--- src/sv/bjcs_pkg.sv ---
// Shared types, constants and jingle tables for the buzzer sequencer.
package bjcs_pkg;

  typedef enum logic [1:0] {
    MODE_TICK  = 2'd0,
    MODE_EVENT = 2'd1,
    MODE_PROX  = 2'd2,
    MODE_NONE  = 2'd3
  } mode_t;

  localparam logic [2:0]  EV_SILENT    = 3'd7;
  localparam logic [15:0] DEFAULT_FREQ = 16'd2200;

  localparam logic [15:0] HZ_E6  = 16'd1319;
  localparam logic [15:0] HZ_G6  = 16'd1568;
  localparam logic [15:0] HZ_A6  = 16'd1760;
  localparam logic [15:0] HZ_B6  = 16'd1976;
  localparam logic [15:0] HZ_C7  = 16'd2093;
  localparam logic [15:0] HZ_CS7 = 16'd2217;
  localparam logic [15:0] HZ_E7  = 16'd2637;

  typedef struct packed {
    logic       enq;
    logic       pop;
    logic       flush;
    logic [2:0] code;
  } qreq_t;

  typedef struct packed {
    logic       full;
    logic       any;
    logic       front_valid;
    logic [2:0] front_code;
  } qstat_t;

  typedef struct packed {
    logic        event_dropped;
    logic        jingle_busy;
    logic [15:0] tone_hz;
    logic        tone_active;
  } res_t;

  function automatic logic [2:0] step_total(input logic [2:0] code);
    logic [2:0] n;
    case (code)
      3'd1:    n = 3'd1;
      3'd5:    n = 3'd5;
      3'd7:    n = 3'd0;
      default: n = 3'd3;
    endcase
    return n;
  endfunction

  function automatic logic [15:0] step_hz(input logic [2:0] code, input logic [2:0] step);
    logic [15:0] hz;
    hz = '0;
    case ({code, step})
      {3'd0, 3'd0}: hz = HZ_G6;
      {3'd0, 3'd2}: hz = HZ_C7;
      {3'd1, 3'd0}: hz = HZ_C7;
      {3'd2, 3'd0}: hz = HZ_C7;
      {3'd2, 3'd2}: hz = HZ_C7;
      {3'd3, 3'd0}: hz = HZ_E6;
      {3'd3, 3'd2}: hz = HZ_A6;
      {3'd4, 3'd0}: hz = HZ_A6;
      {3'd4, 3'd2}: hz = HZ_E6;
      {3'd5, 3'd0}: hz = HZ_A6;
      {3'd5, 3'd2}: hz = HZ_CS7;
      {3'd5, 3'd4}: hz = HZ_E7;
      {3'd6, 3'd0}: hz = HZ_B6;
      {3'd6, 3'd2}: hz = HZ_E6;
      default:      hz = '0;
    endcase
    return hz;
  endfunction

  function automatic logic [6:0] step_ms(input logic [2:0] code, input logic [2:0] step);
    logic [6:0] ms;
    ms = '0;
    case ({code, step})
      {3'd0, 3'd0}: ms = 7'd60;
      {3'd0, 3'd1}: ms = 7'd40;
      {3'd0, 3'd2}: ms = 7'd100;
      {3'd1, 3'd0}: ms = 7'd25;
      {3'd2, 3'd0}: ms = 7'd25;
      {3'd2, 3'd1}: ms = 7'd35;
      {3'd2, 3'd2}: ms = 7'd25;
      {3'd3, 3'd0}: ms = 7'd50;
      {3'd3, 3'd1}: ms = 7'd25;
      {3'd3, 3'd2}: ms = 7'd70;
      {3'd4, 3'd0}: ms = 7'd50;
      {3'd4, 3'd1}: ms = 7'd25;
      {3'd4, 3'd2}: ms = 7'd70;
      {3'd5, 3'd0}: ms = 7'd45;
      {3'd5, 3'd1}: ms = 7'd20;
      {3'd5, 3'd2}: ms = 7'd45;
      {3'd5, 3'd3}: ms = 7'd20;
      {3'd5, 3'd4}: ms = 7'd80;
      {3'd6, 3'd0}: ms = 7'd60;
      {3'd6, 3'd1}: ms = 7'd25;
      {3'd6, 3'd2}: ms = 7'd90;
      default:      ms = '0;
    endcase
    return ms;
  endfunction

endpackage

--- src/sv/buzzer_jingle_and_cadence_sequencer.sv ---
// Top level of the buzzer jingle and proximity cadence sequencer.
//
//   channel  | signals                      | carries
//   ---------+------------------------------+-------------------------------
//   s_       | s_tvalid s_tready s_tdata    | input item, mode in s_tuser
//   m_       | m_tvalid m_tready m_tdata    | result item per input item
//   cfg_     | cfg_valid cfg_ready cfg_data | sound enable register
//
// One item per cycle while s_tready is high; its result is registered in the skid (q0, or q1 if m_ stalls).
// Tick handling, queue pop and cadence settle in one pass of logic.
// rst resets all control state; the queue memory needs no clearing pass.
// A stalled m_ side fills the skid slot, then drops s_tready.
module buzzer_jingle_and_cadence_sequencer import bjcs_pkg::*; #(
  parameter int QUEUE_DEPTH    = 8,
  parameter int BEEP_LENGTH_MS = 45
) (
  input  logic        clk,
  input  logic        rst,
  input  logic        s_tvalid,
  output logic        s_tready,
  input  logic [39:0] s_tdata,   // event_code, beep_interval_ms, beep_freq_hz, zero fill
  input  logic [1:0]  s_tuser,   // mode
  output logic        m_tvalid,
  input  logic        m_tready,
  output logic [23:0] m_tdata,   // tone_active, tone_hz, jingle_busy, event_dropped, zero fill
  input  logic        cfg_valid,
  output logic        cfg_ready,
  input  logic        cfg_data
);

  logic   accept;
  qreq_t  qreq;
  qstat_t qstat;
  res_t   res, out_res;

  assign accept    = s_tvalid && s_tready;
  assign cfg_ready = 1'b1;

  bjcs_queue #(
    .QUEUE_DEPTH(QUEUE_DEPTH)
  ) u_queue (
    .clk  (clk),
    .rst  (rst),
    .req  (qreq),
    .stat (qstat)
  );

  bjcs_core #(
    .BEEP_LENGTH_MS(BEEP_LENGTH_MS)
  ) u_core (
    .clk              (clk),
    .rst              (rst),
    .accept           (accept),
    .mode             (mode_t'(s_tuser)),
    .event_code       (s_tdata[2:0]),
    .beep_interval_ms (s_tdata[19:3]),
    .beep_freq_hz     (s_tdata[35:20]),
    .cfg_we           (cfg_valid && cfg_ready),
    .cfg_data         (cfg_data),
    .qstat            (qstat),
    .qreq             (qreq),
    .res              (res)
  );

  bjcs_skid u_skid (
    .clk       (clk),
    .rst       (rst),
    .in_valid  (s_tvalid),
    .in_ready  (s_tready),
    .in_data   (res),
    .out_valid (m_tvalid),
    .out_ready (m_tready),
    .out_data  (out_res)
  );

  assign m_tdata = {5'd0, out_res};

endmodule

--- src/sv/bjcs_queue.sv ---
// Event queue: playable events in memory, silent codes kept as counts.
module bjcs_queue import bjcs_pkg::*; #(
  parameter int QUEUE_DEPTH = 8
) (
  input  logic   clk,
  input  logic   rst,
  input  qreq_t  req,
  output qstat_t stat
);

  localparam int CW = $clog2(QUEUE_DEPTH + 1);
  localparam int AW = (QUEUE_DEPTH > 1) ? $clog2(QUEUE_DEPTH) : 1;
  localparam logic [AW-1:0] LAST = AW'(QUEUE_DEPTH - 1);
  localparam logic [CW-1:0] FULL = CW'(QUEUE_DEPTH);

  typedef struct packed {
    logic [CW-1:0] pre;
    logic [2:0]    code;
  } entry_t;

  entry_t        mem [QUEUE_DEPTH];
  entry_t        rd_q;
  logic [CW-1:0] cnt, cnt_next;
  logic [CW-1:0] rcnt, rcnt_next;
  logic [CW-1:0] tail, tail_next;
  logic [AW-1:0] head, head_next;
  logic [AW-1:0] wptr, wptr_next;
  logic          wr_en;
  entry_t        wr_data;

  always_comb begin
    cnt_next  = cnt;
    rcnt_next = rcnt;
    tail_next = tail;
    head_next = head;
    wptr_next = wptr;
    wr_en     = 1'b0;
    wr_data   = '{pre: tail, code: req.code};
    if (req.enq) begin
      cnt_next = cnt + CW'(1);
      if (req.code == EV_SILENT) begin
        tail_next = tail + CW'(1);
      end else begin
        wr_en     = 1'b1;
        tail_next = '0;
        rcnt_next = rcnt + CW'(1);
        wptr_next = (wptr == LAST) ? '0 : wptr + AW'(1);
      end
    end else if (req.flush) begin
      cnt_next  = '0;
      rcnt_next = '0;
      tail_next = '0;
      head_next = wptr;
    end else if (req.pop) begin
      cnt_next  = cnt - rd_q.pre - CW'(1);
      rcnt_next = rcnt - CW'(1);
      head_next = (head == LAST) ? '0 : head + AW'(1);
    end
  end

  always_ff @(posedge clk) begin
    if (wr_en) begin
      mem[wptr] <= wr_data;
    end
    if (wr_en && (wptr == head_next)) begin
      rd_q <= wr_data;
    end else begin
      rd_q <= mem[head_next];
    end
  end

  always_ff @(posedge clk) begin
    if (rst) begin
      cnt  <= '0;
      rcnt <= '0;
      tail <= '0;
      head <= '0;
      wptr <= '0;
    end else begin
      cnt  <= cnt_next;
      rcnt <= rcnt_next;
      tail <= tail_next;
      head <= head_next;
      wptr <= wptr_next;
    end
  end

  assign stat.full        = (cnt == FULL);
  assign stat.any         = (cnt != '0);
  assign stat.front_valid = (rcnt != '0);
  assign stat.front_code  = rd_q.code;

endmodule

--- src/sv/bjcs_core.sv ---
// Jingle player, proximity cadence and tone state, one item per cycle while accept is high.
module bjcs_core import bjcs_pkg::*; #(
  parameter int BEEP_LENGTH_MS = 45
) (
  input  logic               clk,
  input  logic               rst,
  input  logic               accept,
  input  mode_t              mode,
  input  logic [2:0]         event_code,
  input  logic signed [16:0] beep_interval_ms,
  input  logic [15:0]        beep_freq_hz,
  input  logic               cfg_we,
  input  logic               cfg_data,
  input  qstat_t             qstat,
  output qreq_t              qreq,
  output res_t               res
);

  localparam int BW = $clog2(BEEP_LENGTH_MS + 1);

  logic               enable;
  logic               jp, jp_next;
  logic [2:0]         jev, jev_next;
  logic [2:0]         jstep, jstep_next;
  logic [6:0]         sml, sml_next, sml_dec;
  logic [2:0]         step_inc;
  logic               prox, prox_next;
  logic [BW-1:0]      bl, bl_next;
  logic [15:0]        nb, nb_next;
  logic signed [16:0] pint, pint_next;
  logic [15:0]        pfreq, pfreq_next;
  logic [15:0]        cur, cur_next;
  logic               do_pop, run_cad, dropped, active;
  qreq_t              req;

  always_comb begin
    jp_next    = jp;
    jev_next   = jev;
    jstep_next = jstep;
    sml_next   = sml;
    prox_next  = prox;
    bl_next    = bl;
    nb_next    = nb;
    pint_next  = pint;
    pfreq_next = pfreq;
    cur_next   = cur;
    sml_dec    = (sml != '0) ? sml - 7'd1 : '0;
    step_inc   = jstep + 3'd1;
    do_pop     = 1'b0;
    run_cad    = 1'b0;
    dropped    = 1'b0;
    req        = '{enq: 1'b0, pop: 1'b0, flush: 1'b0, code: event_code};
    case (mode)
      MODE_TICK: begin
        do_pop = 1'b1;
        if (jp) begin
          do_pop = 1'b0;
          if (sml_dec != '0) begin
            sml_next = sml_dec;
          end else if (step_inc < step_total(jev)) begin
            jstep_next = step_inc;
            sml_next   = step_ms(jev, step_inc);
            if (step_hz(jev, step_inc) != '0) begin
              cur_next = step_hz(jev, step_inc);
            end
          end else begin
            do_pop     = 1'b1;
            sml_next   = '0;
            jp_next    = 1'b0;
            jstep_next = '0;
            prox_next  = 1'b0;
            nb_next    = '0;
          end
        end
        if (do_pop) begin
          run_cad = 1'b1;
          if (qstat.any) begin
            prox_next = 1'b0;
            nb_next   = '0;
            if (enable && qstat.front_valid) begin
              req.pop    = 1'b1;
              run_cad    = 1'b0;
              jp_next    = 1'b1;
              jev_next   = qstat.front_code;
              jstep_next = '0;
              sml_next   = step_ms(qstat.front_code, 3'd0);
              if (step_hz(qstat.front_code, 3'd0) != '0) begin
                cur_next = step_hz(qstat.front_code, 3'd0);
              end
            end else begin
              req.flush = 1'b1;
            end
          end
        end
        if (run_cad) begin
          bl_next = (bl != '0) ? bl - BW'(1) : '0;
          if (nb_next != '0) begin
            nb_next = nb_next - 16'd1;
          end
          if (!enable || pint[16]) begin
            prox_next = 1'b0;
          end else if (pint == '0) begin
            if (!prox_next) begin
              prox_next = 1'b1;
              cur_next  = pfreq;
            end
          end else begin
            if (prox_next && (bl_next == '0)) begin
              prox_next = 1'b0;
            end
            if (!prox_next && (nb_next == '0)) begin
              prox_next = 1'b1;
              cur_next  = pfreq;
              bl_next   = BW'(BEEP_LENGTH_MS);
              nb_next   = pint[15:0];
            end
          end
        end
      end
      MODE_EVENT: begin
        req.enq = !qstat.full;
        dropped = qstat.full;
      end
      MODE_PROX: begin
        if (beep_freq_hz != '0) begin
          pfreq_next = beep_freq_hz;
        end
        pint_next = beep_interval_ms;
      end
      default: begin
      end
    endcase
    active = jp_next ? (step_hz(jev_next, jstep_next) != '0) : prox_next;
  end

  assign qreq.enq   = req.enq && accept;
  assign qreq.pop   = req.pop && accept;
  assign qreq.flush = req.flush && accept;
  assign qreq.code  = req.code;

  assign res.tone_active   = active;
  assign res.tone_hz       = active ? cur_next : '0;
  assign res.jingle_busy   = jp_next;
  assign res.event_dropped = dropped;

  always_ff @(posedge clk) begin
    if (rst) begin
      enable <= 1'b1;
      jp     <= 1'b0;
      jev    <= '0;
      jstep  <= '0;
      sml    <= '0;
      prox   <= 1'b0;
      bl     <= '0;
      nb     <= '0;
      pint   <= -17'sd1;
      pfreq  <= DEFAULT_FREQ;
      cur    <= '0;
    end else begin
      if (cfg_we) begin
        enable <= cfg_data;
      end
      if (accept) begin
        jp    <= jp_next;
        jev   <= jev_next;
        jstep <= jstep_next;
        sml   <= sml_next;
        prox  <= prox_next;
        bl    <= bl_next;
        nb    <= nb_next;
        pint  <= pint_next;
        pfreq <= pfreq_next;
        cur   <= cur_next;
      end
    end
  end

endmodule

--- src/sv/bjcs_skid.sv ---
// Two-entry output register with skid slot for the result stream.
module bjcs_skid import bjcs_pkg::*; (
  input  logic clk,
  input  logic rst,
  input  logic in_valid,
  output logic in_ready,
  input  res_t in_data,
  output logic out_valid,
  input  logic out_ready,
  output res_t out_data
);

  logic q0v, q1v;
  res_t q0, q1;

  assign in_ready  = !q1v;
  assign out_valid = q0v;
  assign out_data  = q0;

  always_ff @(posedge clk) begin
    if (rst) begin
      q0v <= 1'b0;
      q1v <= 1'b0;
    end else if (!q0v || out_ready) begin
      if (q1v) begin
        q0  <= q1;
        q1v <= 1'b0;
      end else begin
        q0v <= in_valid;
        q0  <= in_data;
      end
    end else if (in_valid && !q1v) begin
      q1  <= in_data;
      q1v <= 1'b1;
    end
  end

endmodule

--- config.mk ---
export PLATFORM = sky130hd
export DESIGN_NAME = buzzer_jingle_and_cadence_sequencer
export DESIGN_NICKNAME = d
export VERILOG_FILES = /design/src/sv/bjcs_pkg.sv /design/src/sv/buzzer_jingle_and_cadence_sequencer.sv /design/src/sv/bjcs_queue.sv /design/src/sv/bjcs_core.sv /design/src/sv/bjcs_skid.sv
export SDC_FILE = /design/constraint.sdc
export NUM_CORES = 1
export LEC_CHECK = 0
export BUFFER_PORTS_ARGS = -buffer_cell sky130_fd_sc_hd__buf_2
export CORE_ASPECT_RATIO = 2
export CORE_UTILIZATION = 55
export DETAILED_ROUTE_END_ITERATION = 6
export PLACE_DENSITY_LB_ADDON = 0.25
export SYNTH_ARGS = -nofsm -noshare
export SYNTH_HDL_FRONTEND = slang
export SYNTH_SLANG_ARGS = --single-unit
--- constraint.sdc ---
create_clock -name clk -period 7.8 [get_ports clk]
set_clock_uncertainty 0.2 [all_clocks]
set_input_delay 0 -clock clk [delete_from_list [all_inputs] [get_ports clk]]
set_output_delay 0 -clock clk [all_outputs]
set_load 0.005 [all_outputs]
### Word-level counts from Yosys, hierarchy flattened

Memory sizes are Yosys's and may differ from the RTL's. A register that Yosys moved wholly into a read port is not among the register bits.
Index checks and enable logic that the tools add are counted.

* magnitude comparators: 1
* equal/unequal tests: 16
* bitwise logic cells: 4
* reduce and logical (&&, ||, !) cells: 45
* multiplexer cells: 122
* add/subtract/negate cells: 12

Operators with widths (count)
* $mux W16: 36
* $reduce_bool A16 Y1: 5
* $pmux W12 S5: 1
* $mux W3: 19
* $mux W7: 7
* $mux W4: 10
* $mux W1: 39
* $eq A3 B3 Y1 const B: 8
* $mux W6: 4
* $pmux W6 S4: 1
* $mux W19: 1
* $logic_not A17 Y1: 1
* $logic_not A16 Y1: 1
* $sub A16 B1 Y16 const B: 1
* $reduce_bool A7 Y1: 2
* $add A4 B1 Y4 const B: 3
* $reduce_and A2 Y1: 6
* $reduce_or A2 Y1: 5
* $add A3 B1 Y3 const B: 3
* $pmux W3 S3: 1
* $reduce_and A3 Y1: 3
* $reduce_bool A4 Y1: 2
* $sub A4 B1 Y4 const B: 2
* $logic_and A1 B1 Y1: 7
* 20 further kinds: 32

* memories: 5
* output and inout port bits: 27
* bits in writable memories: 56
* ROM bits: 2752
* flip-flop bits (word level): 145
* logic and storage cells: 231

Memories
* (no name shown): depth 64, bits a word 12, read ports 1, clocked after memory_dff 0, wr ports 0, RTL line bjcs_pkg.sv:57 `case ({code, step})`
* (no name shown): depth 64, bits a word 12, read ports 1, clocked after memory_dff 0, wr ports 0, RTL line bjcs_pkg.sv:57
* (no name shown): depth 64, bits a word 12, read ports 1, clocked after memory_dff 0, wr ports 0, RTL line bjcs_pkg.sv:57
* (no name shown): depth 64, bits a word 7, read ports 1, clocked after memory_dff 0, wr ports 0, RTL line bjcs_pkg.sv:80 `case ({code, step})`
* u_queue.mem: depth 8, bits a word 7, read ports 1, clocked after memory_dff 1, wr ports 1, RTL line bjcs_queue.sv:21 `entry_t mem [QUEUE_DEPTH];`

### Depth between registers and ports, before layout

* depth in word-level cells: 29
* mapped depth: 24
* depth with buffers taken out: 19

### Hierarchy

From an unflattened synthesis, not the netlist that was laid out.

* cells, all modules: 1243
* area, all modules: 11578.6 um^2

Modules (own cells, without submodules)
* bjcs_core: cells an instance 921, area each 6671.4 um^2, instances 1
* bjcs_queue: cells an instance 242, area each 3364.5 um^2, instances 1
* bjcs_skid: cells an instance 71, area each 1483.9 um^2, instances 1
* buzzer_jingle_and_cadence_sequencer: cells an instance 9, area each 58.8 um^2, instances 1

### Least setup slack after synthesis

Ideal clock, no wire load.

* kind: reg-to-reg
* start point: register u_core.jev[0]
* end point: register u_skid.q0 (netlist bit u_skid.out_data[16]) (data pin)
* period minus slack after synthesis: 6.238 ns
* library setup time: 0.260 ns
* buffers on the path: 7
* cell stages (with the launch flop): 25
* slack: 1.562 ns
* data arrival time: 5.778 ns
* cell sequence: dfxtp_1 clkbuf_1 buf_1 clkbuf_1 clkbuf_1 and2_1 ha_1 o21ai_0 a32oi_2 a31oi_1 clkbuf_1 clkbuf_1 nand2_1 ha_1 or4b_4 nor4_1 mux2_2 nor4_1 o211ai_1 a221o_2 o21ai_4 and3_1 buf_4 mux2i_1 o21ai_1

* word-level cells in the longest chain between the ends: 28

Ends and longest elaborated chain
* start: declaration: RTL line bjcs_core.sv:23 `logic [2:0] jev, jev_next;`
* start signal: assignment: RTL line bjcs_core.sv:165 `jev <= jev_next;`
* parallel branches: the longest is 26 deep, another holds $lt A3 B3 Y1
* $mux W16 (*): RTL line bjcs_core.sv:142 `assign res.tone_hz = active ? cur_next : '0;`
* $mux W19 (*): RTL line bjcs_skid.sv:25 `if (q1v) begin`
* end signal: assignment: RTL line bjcs_skid.sv:26 `q0 <= q1;`
* end signal: assignment: RTL line bjcs_skid.sv:30 `q0 <= in_data;`
* end: declaration: RTL line bjcs_skid.sv:14 `res_t q0, q1;`

Mark *: on every way between the ends. The select of a mux whose other input is x is not followed.
A chain may end at the register's enable or synchronous reset.

### Worst setup path in the final report

* start point: register u_core.jstep[1]
* end point: register u_skid.q0 (netlist bit u_skid.out_data[16]) (data pin)

* word-level cells in the longest chain between the ends: 24

Ends and longest elaborated chain
* start: declaration: RTL line bjcs_core.sv:24 `logic [2:0] jstep, jstep_next;`
* start signal: assignment: RTL line bjcs_core.sv:166 `jstep <= jstep_next;`
* parallel branches: the longest is 22 deep, another holds $sub A16 B1 Y16
* $mux W16 (*): RTL line bjcs_core.sv:142
* $mux W19 (*): RTL line bjcs_skid.sv:25

Marked as above.

==> impl_metrics.toml <==
[run_status]
status = "finished, final reports clean"

[pwr]
clkPwrFrac_pct = 36.4
p_per_area_nw_per_um2 = 203
max-vdd-ir-drop_v = 0.000208
power.internal_mw = 1.89
p_leak_nw = 4.81
switching_power_mw = 0.761
swShare_pct = 28.7
p_comb_share_pct = 19.3
seqPwrFrac_pct = 44.3

[sta]
setup_viol = 0
finalCritPeriodShare_pct = 84.3
worst_slack_ns = 1.22
worst_hold_slack_ns = 0.0340
hold_viol_final = 0
maxSlewViolCount = 0
fin_tns_setup_ns = 0
tightest_slew_ns = 1.13
slew_headroom_pct = 24.4
rsz0062_at_grt = "no"
min_period_ns = 6.58
fmax_mhz = 152

[grt]
antenna_found_initial = 2
first_global_vias = 9977
grt_usage_pct = 32.4
grt_start_max_net_pins = 62
overflow = 0
grt_pass1_wl_um = 51600

[clock_tree]
clock_latency_ns = 0.51
htreeDepth = 1
clk_path_buf_depth = 3
path_clk_slew_ns = 0.07
cts_tree = "yes"
cts_sinks = 204
cts_buffers = 19
clock-root-buffer = "clkbuf_16"

[yosys]
synth_warnings = 0
synth_top_area_share_pct = 25.0
seq_area_frac_synth_pct = 44.5
ys_ff_latch = 204
synth_edf_count = 94
synth_area_um2 = 11300
yosys-top-cells-area = "edfxtp_1 25%, dfxtp_1 19%, mux2i_1 5.1%"
ys_async_sr_fraction_pct = 0
ys_types = 95
synth_ff_type = "dfxtp_1"
syn_inst = 1220
avgSynthCellArea_um2 = 9.26
yosys.area.top_type = "edfxtp_1"

[detailed_routing]
routed_via_density = 6.30
routedWlPerCell_um = 20.8
postRouteAntennaNets = 0
drt_iter0_markers = 601
wirelength_um = 33100
drc = 0
dr_total_vias = 10000
firstDrtPassIters = 6

[critical_path]
critical_path_class = "flip-flop to flip-flop"
path_common_cell = "ha_1"
endpoint_kind = "flip-flop"
cp-start-kind = "flip-flop"
required_ns = 7.86
worst_path_max_delay_cell = "xnor2_1"
slowest_delay_ns = 0.58
arrival_ns = 6.63
crit_fanout = 8
r2r_setup_slack_ns = 1.22
crit_chain = "ha_1, xnor2_1, inv_1, ha_1, o21ai_0, a32oi_2, a31oi_2, nand2_1, ha_1, or4b_4, nor4_1, mux2_2, nor4_1, o211ai_1, a221o_2, o21ai_4, and3_1, mux2i_1, o21ai_1"

[placement]
dp_cells = 1495
dp_slack_ns = 1.36
portBuffers = 64
place_congestion = 0.969
placed_cell_area_um2 = 11800
dp_hpwl_um = 23100

[layout]
mostFrequentLayoutCell = "nand2_1"
instances_no_fill = 1591
synthToLayoutAreaGrowth_pct = 15.8
fin_nets = 1385
drive_above_1_share_pct = 14.0
mostFrequentLayoutCells = "146 x nand2_1, 132 x nor2_1, 110 x dfxtp_1, 94 x edfxtp_1, 87 x a21oi_1"
design_area_um2 = 13100

[flow_run]
cap_violations = 0

[die]
die_x_um = 103
initial_utilization_pct = 56.5
die-area_um2 = 21100
rows = 73
fp.coreArea_um2 = 20000
die_height_um = 205
ios = 75

[worst_hold_path]
hp-class = "primary input to flip-flop"
## registers in the layout (all words and copies together), names as in the netlist, 6 cells and up, named ones only
signal,count
u_core.sml,7
u_core.nb,16
u_queue.mem,56
u_skid.q1,19
u_core.pint,17
u_skid.out_data,19
u_core.bl,6
u_core.pfreq,16
u_core.cur,16
## worst max-delay path: cells and delay by family (launching register included)
family | cells | cell delay (ns)
muxes | 2 | 0.67
AOI/OAI and AO/OA | 7 | 1.83
buffers and inverters | 1 | 0.14
DFF | 1 | 0.40
adders and majority gates | 3 | 0.80
xor gates and xnor gates | 1 | 0.58
and+or+nand+nor | 5 | 1.71
## cells by family after synthesis
| group | count (synthesis) | synth area share [%] |
|---|---|---|
| AO/OA/AOI/OAI | 348 | 20.4 |
| XOR/XNOR | 12 | 0.931 |
| adder cells (fa/ha/maj) | 23 | 2.61 |
| buffers and inverters | 108 | 4.01 |
| flip-flops | 204 | 44.5 |
| multiplexers | 80 | 8.73 |
| other | 2 | 0.0665 |
| AND/OR/NAND/NOR | 443 | 18.7 |
## metrics by stage
stage	total power, mW	utilization, %
after global placement	1.67	59.1
after floorplan	1.54	-
after CTS	2.65	65.3
final	2.66	65.4
after detailed placement	1.68	59.1
after global routing	2.75	65.4
## cell usage after synthesis, drive strengths merged (16+ instances only)
library cell	count
nor3	29
nor4	18
dfxtp	110
a21oi	89
mux2i	58
buf	21
a211oi	21
o211ai	16
inv	26
ha	22
nand2b	19
o21ai	96
clkbuf	61
nand3	30
edfxtp	94
nand2	147
nor2	135
## metal layers
metal	vias to the layer above	track usage [%]	share of wire [%]
li1	4713	-	-
met1	4760	30.6	33
met2	392	59.2	54
met3	163	4.44	4.6
met4	0	27.2	9.2
met5	-	0	0
## final timing paths
path / startpoint / to / cells after the start
setup reg to reg: u_core.jstep[1]$_SDFFE_PP0P_ / u_skid.out_data[16]$_DFFE_PP_ / 19
hold reg to reg: u_core.cur[13]$_SDFFE_PP0P_ / u_core.cur[13]$_SDFFE_PP0P_ / 2
setup / recovery: u_core.jstep[1]$_SDFFE_PP0P_ / u_skid.out_data[16]$_DFFE_PP_ / 19
hold / removal: s_tuser[1] / u_skid.q1[11]$_DFFE_PP_ / 5
## area by class of cell
type	count	area [µm²]
clock inverters	9	114
clock buffers	25	529
diodes	2	5.00
inverters	26	97.6
flip-flops and latches	204	5020
multi-input cells	912	5850
fillers	1664	6930
repair buffers	151	1120
well taps	262	328
## power by group through the flow
stage               clock [mW]  combinational (mW)  sequential [mW]
finish                   0.966               0.512             1.18
global route              1.02               0.556             1.18
CTS                      0.974               0.503             1.18
detailed placement           0               0.477             1.20
global placement             0               0.472             1.20
floorplan                    0               0.354             1.19
## what timing repair did
action | CTS | global route
resized for setup | 0 | 0
hold buffers | 60 | 0
setup buffers | 0 | 0
endpoints found under the hold margin | 83 | 0
(Power assumes the default switching activity.)
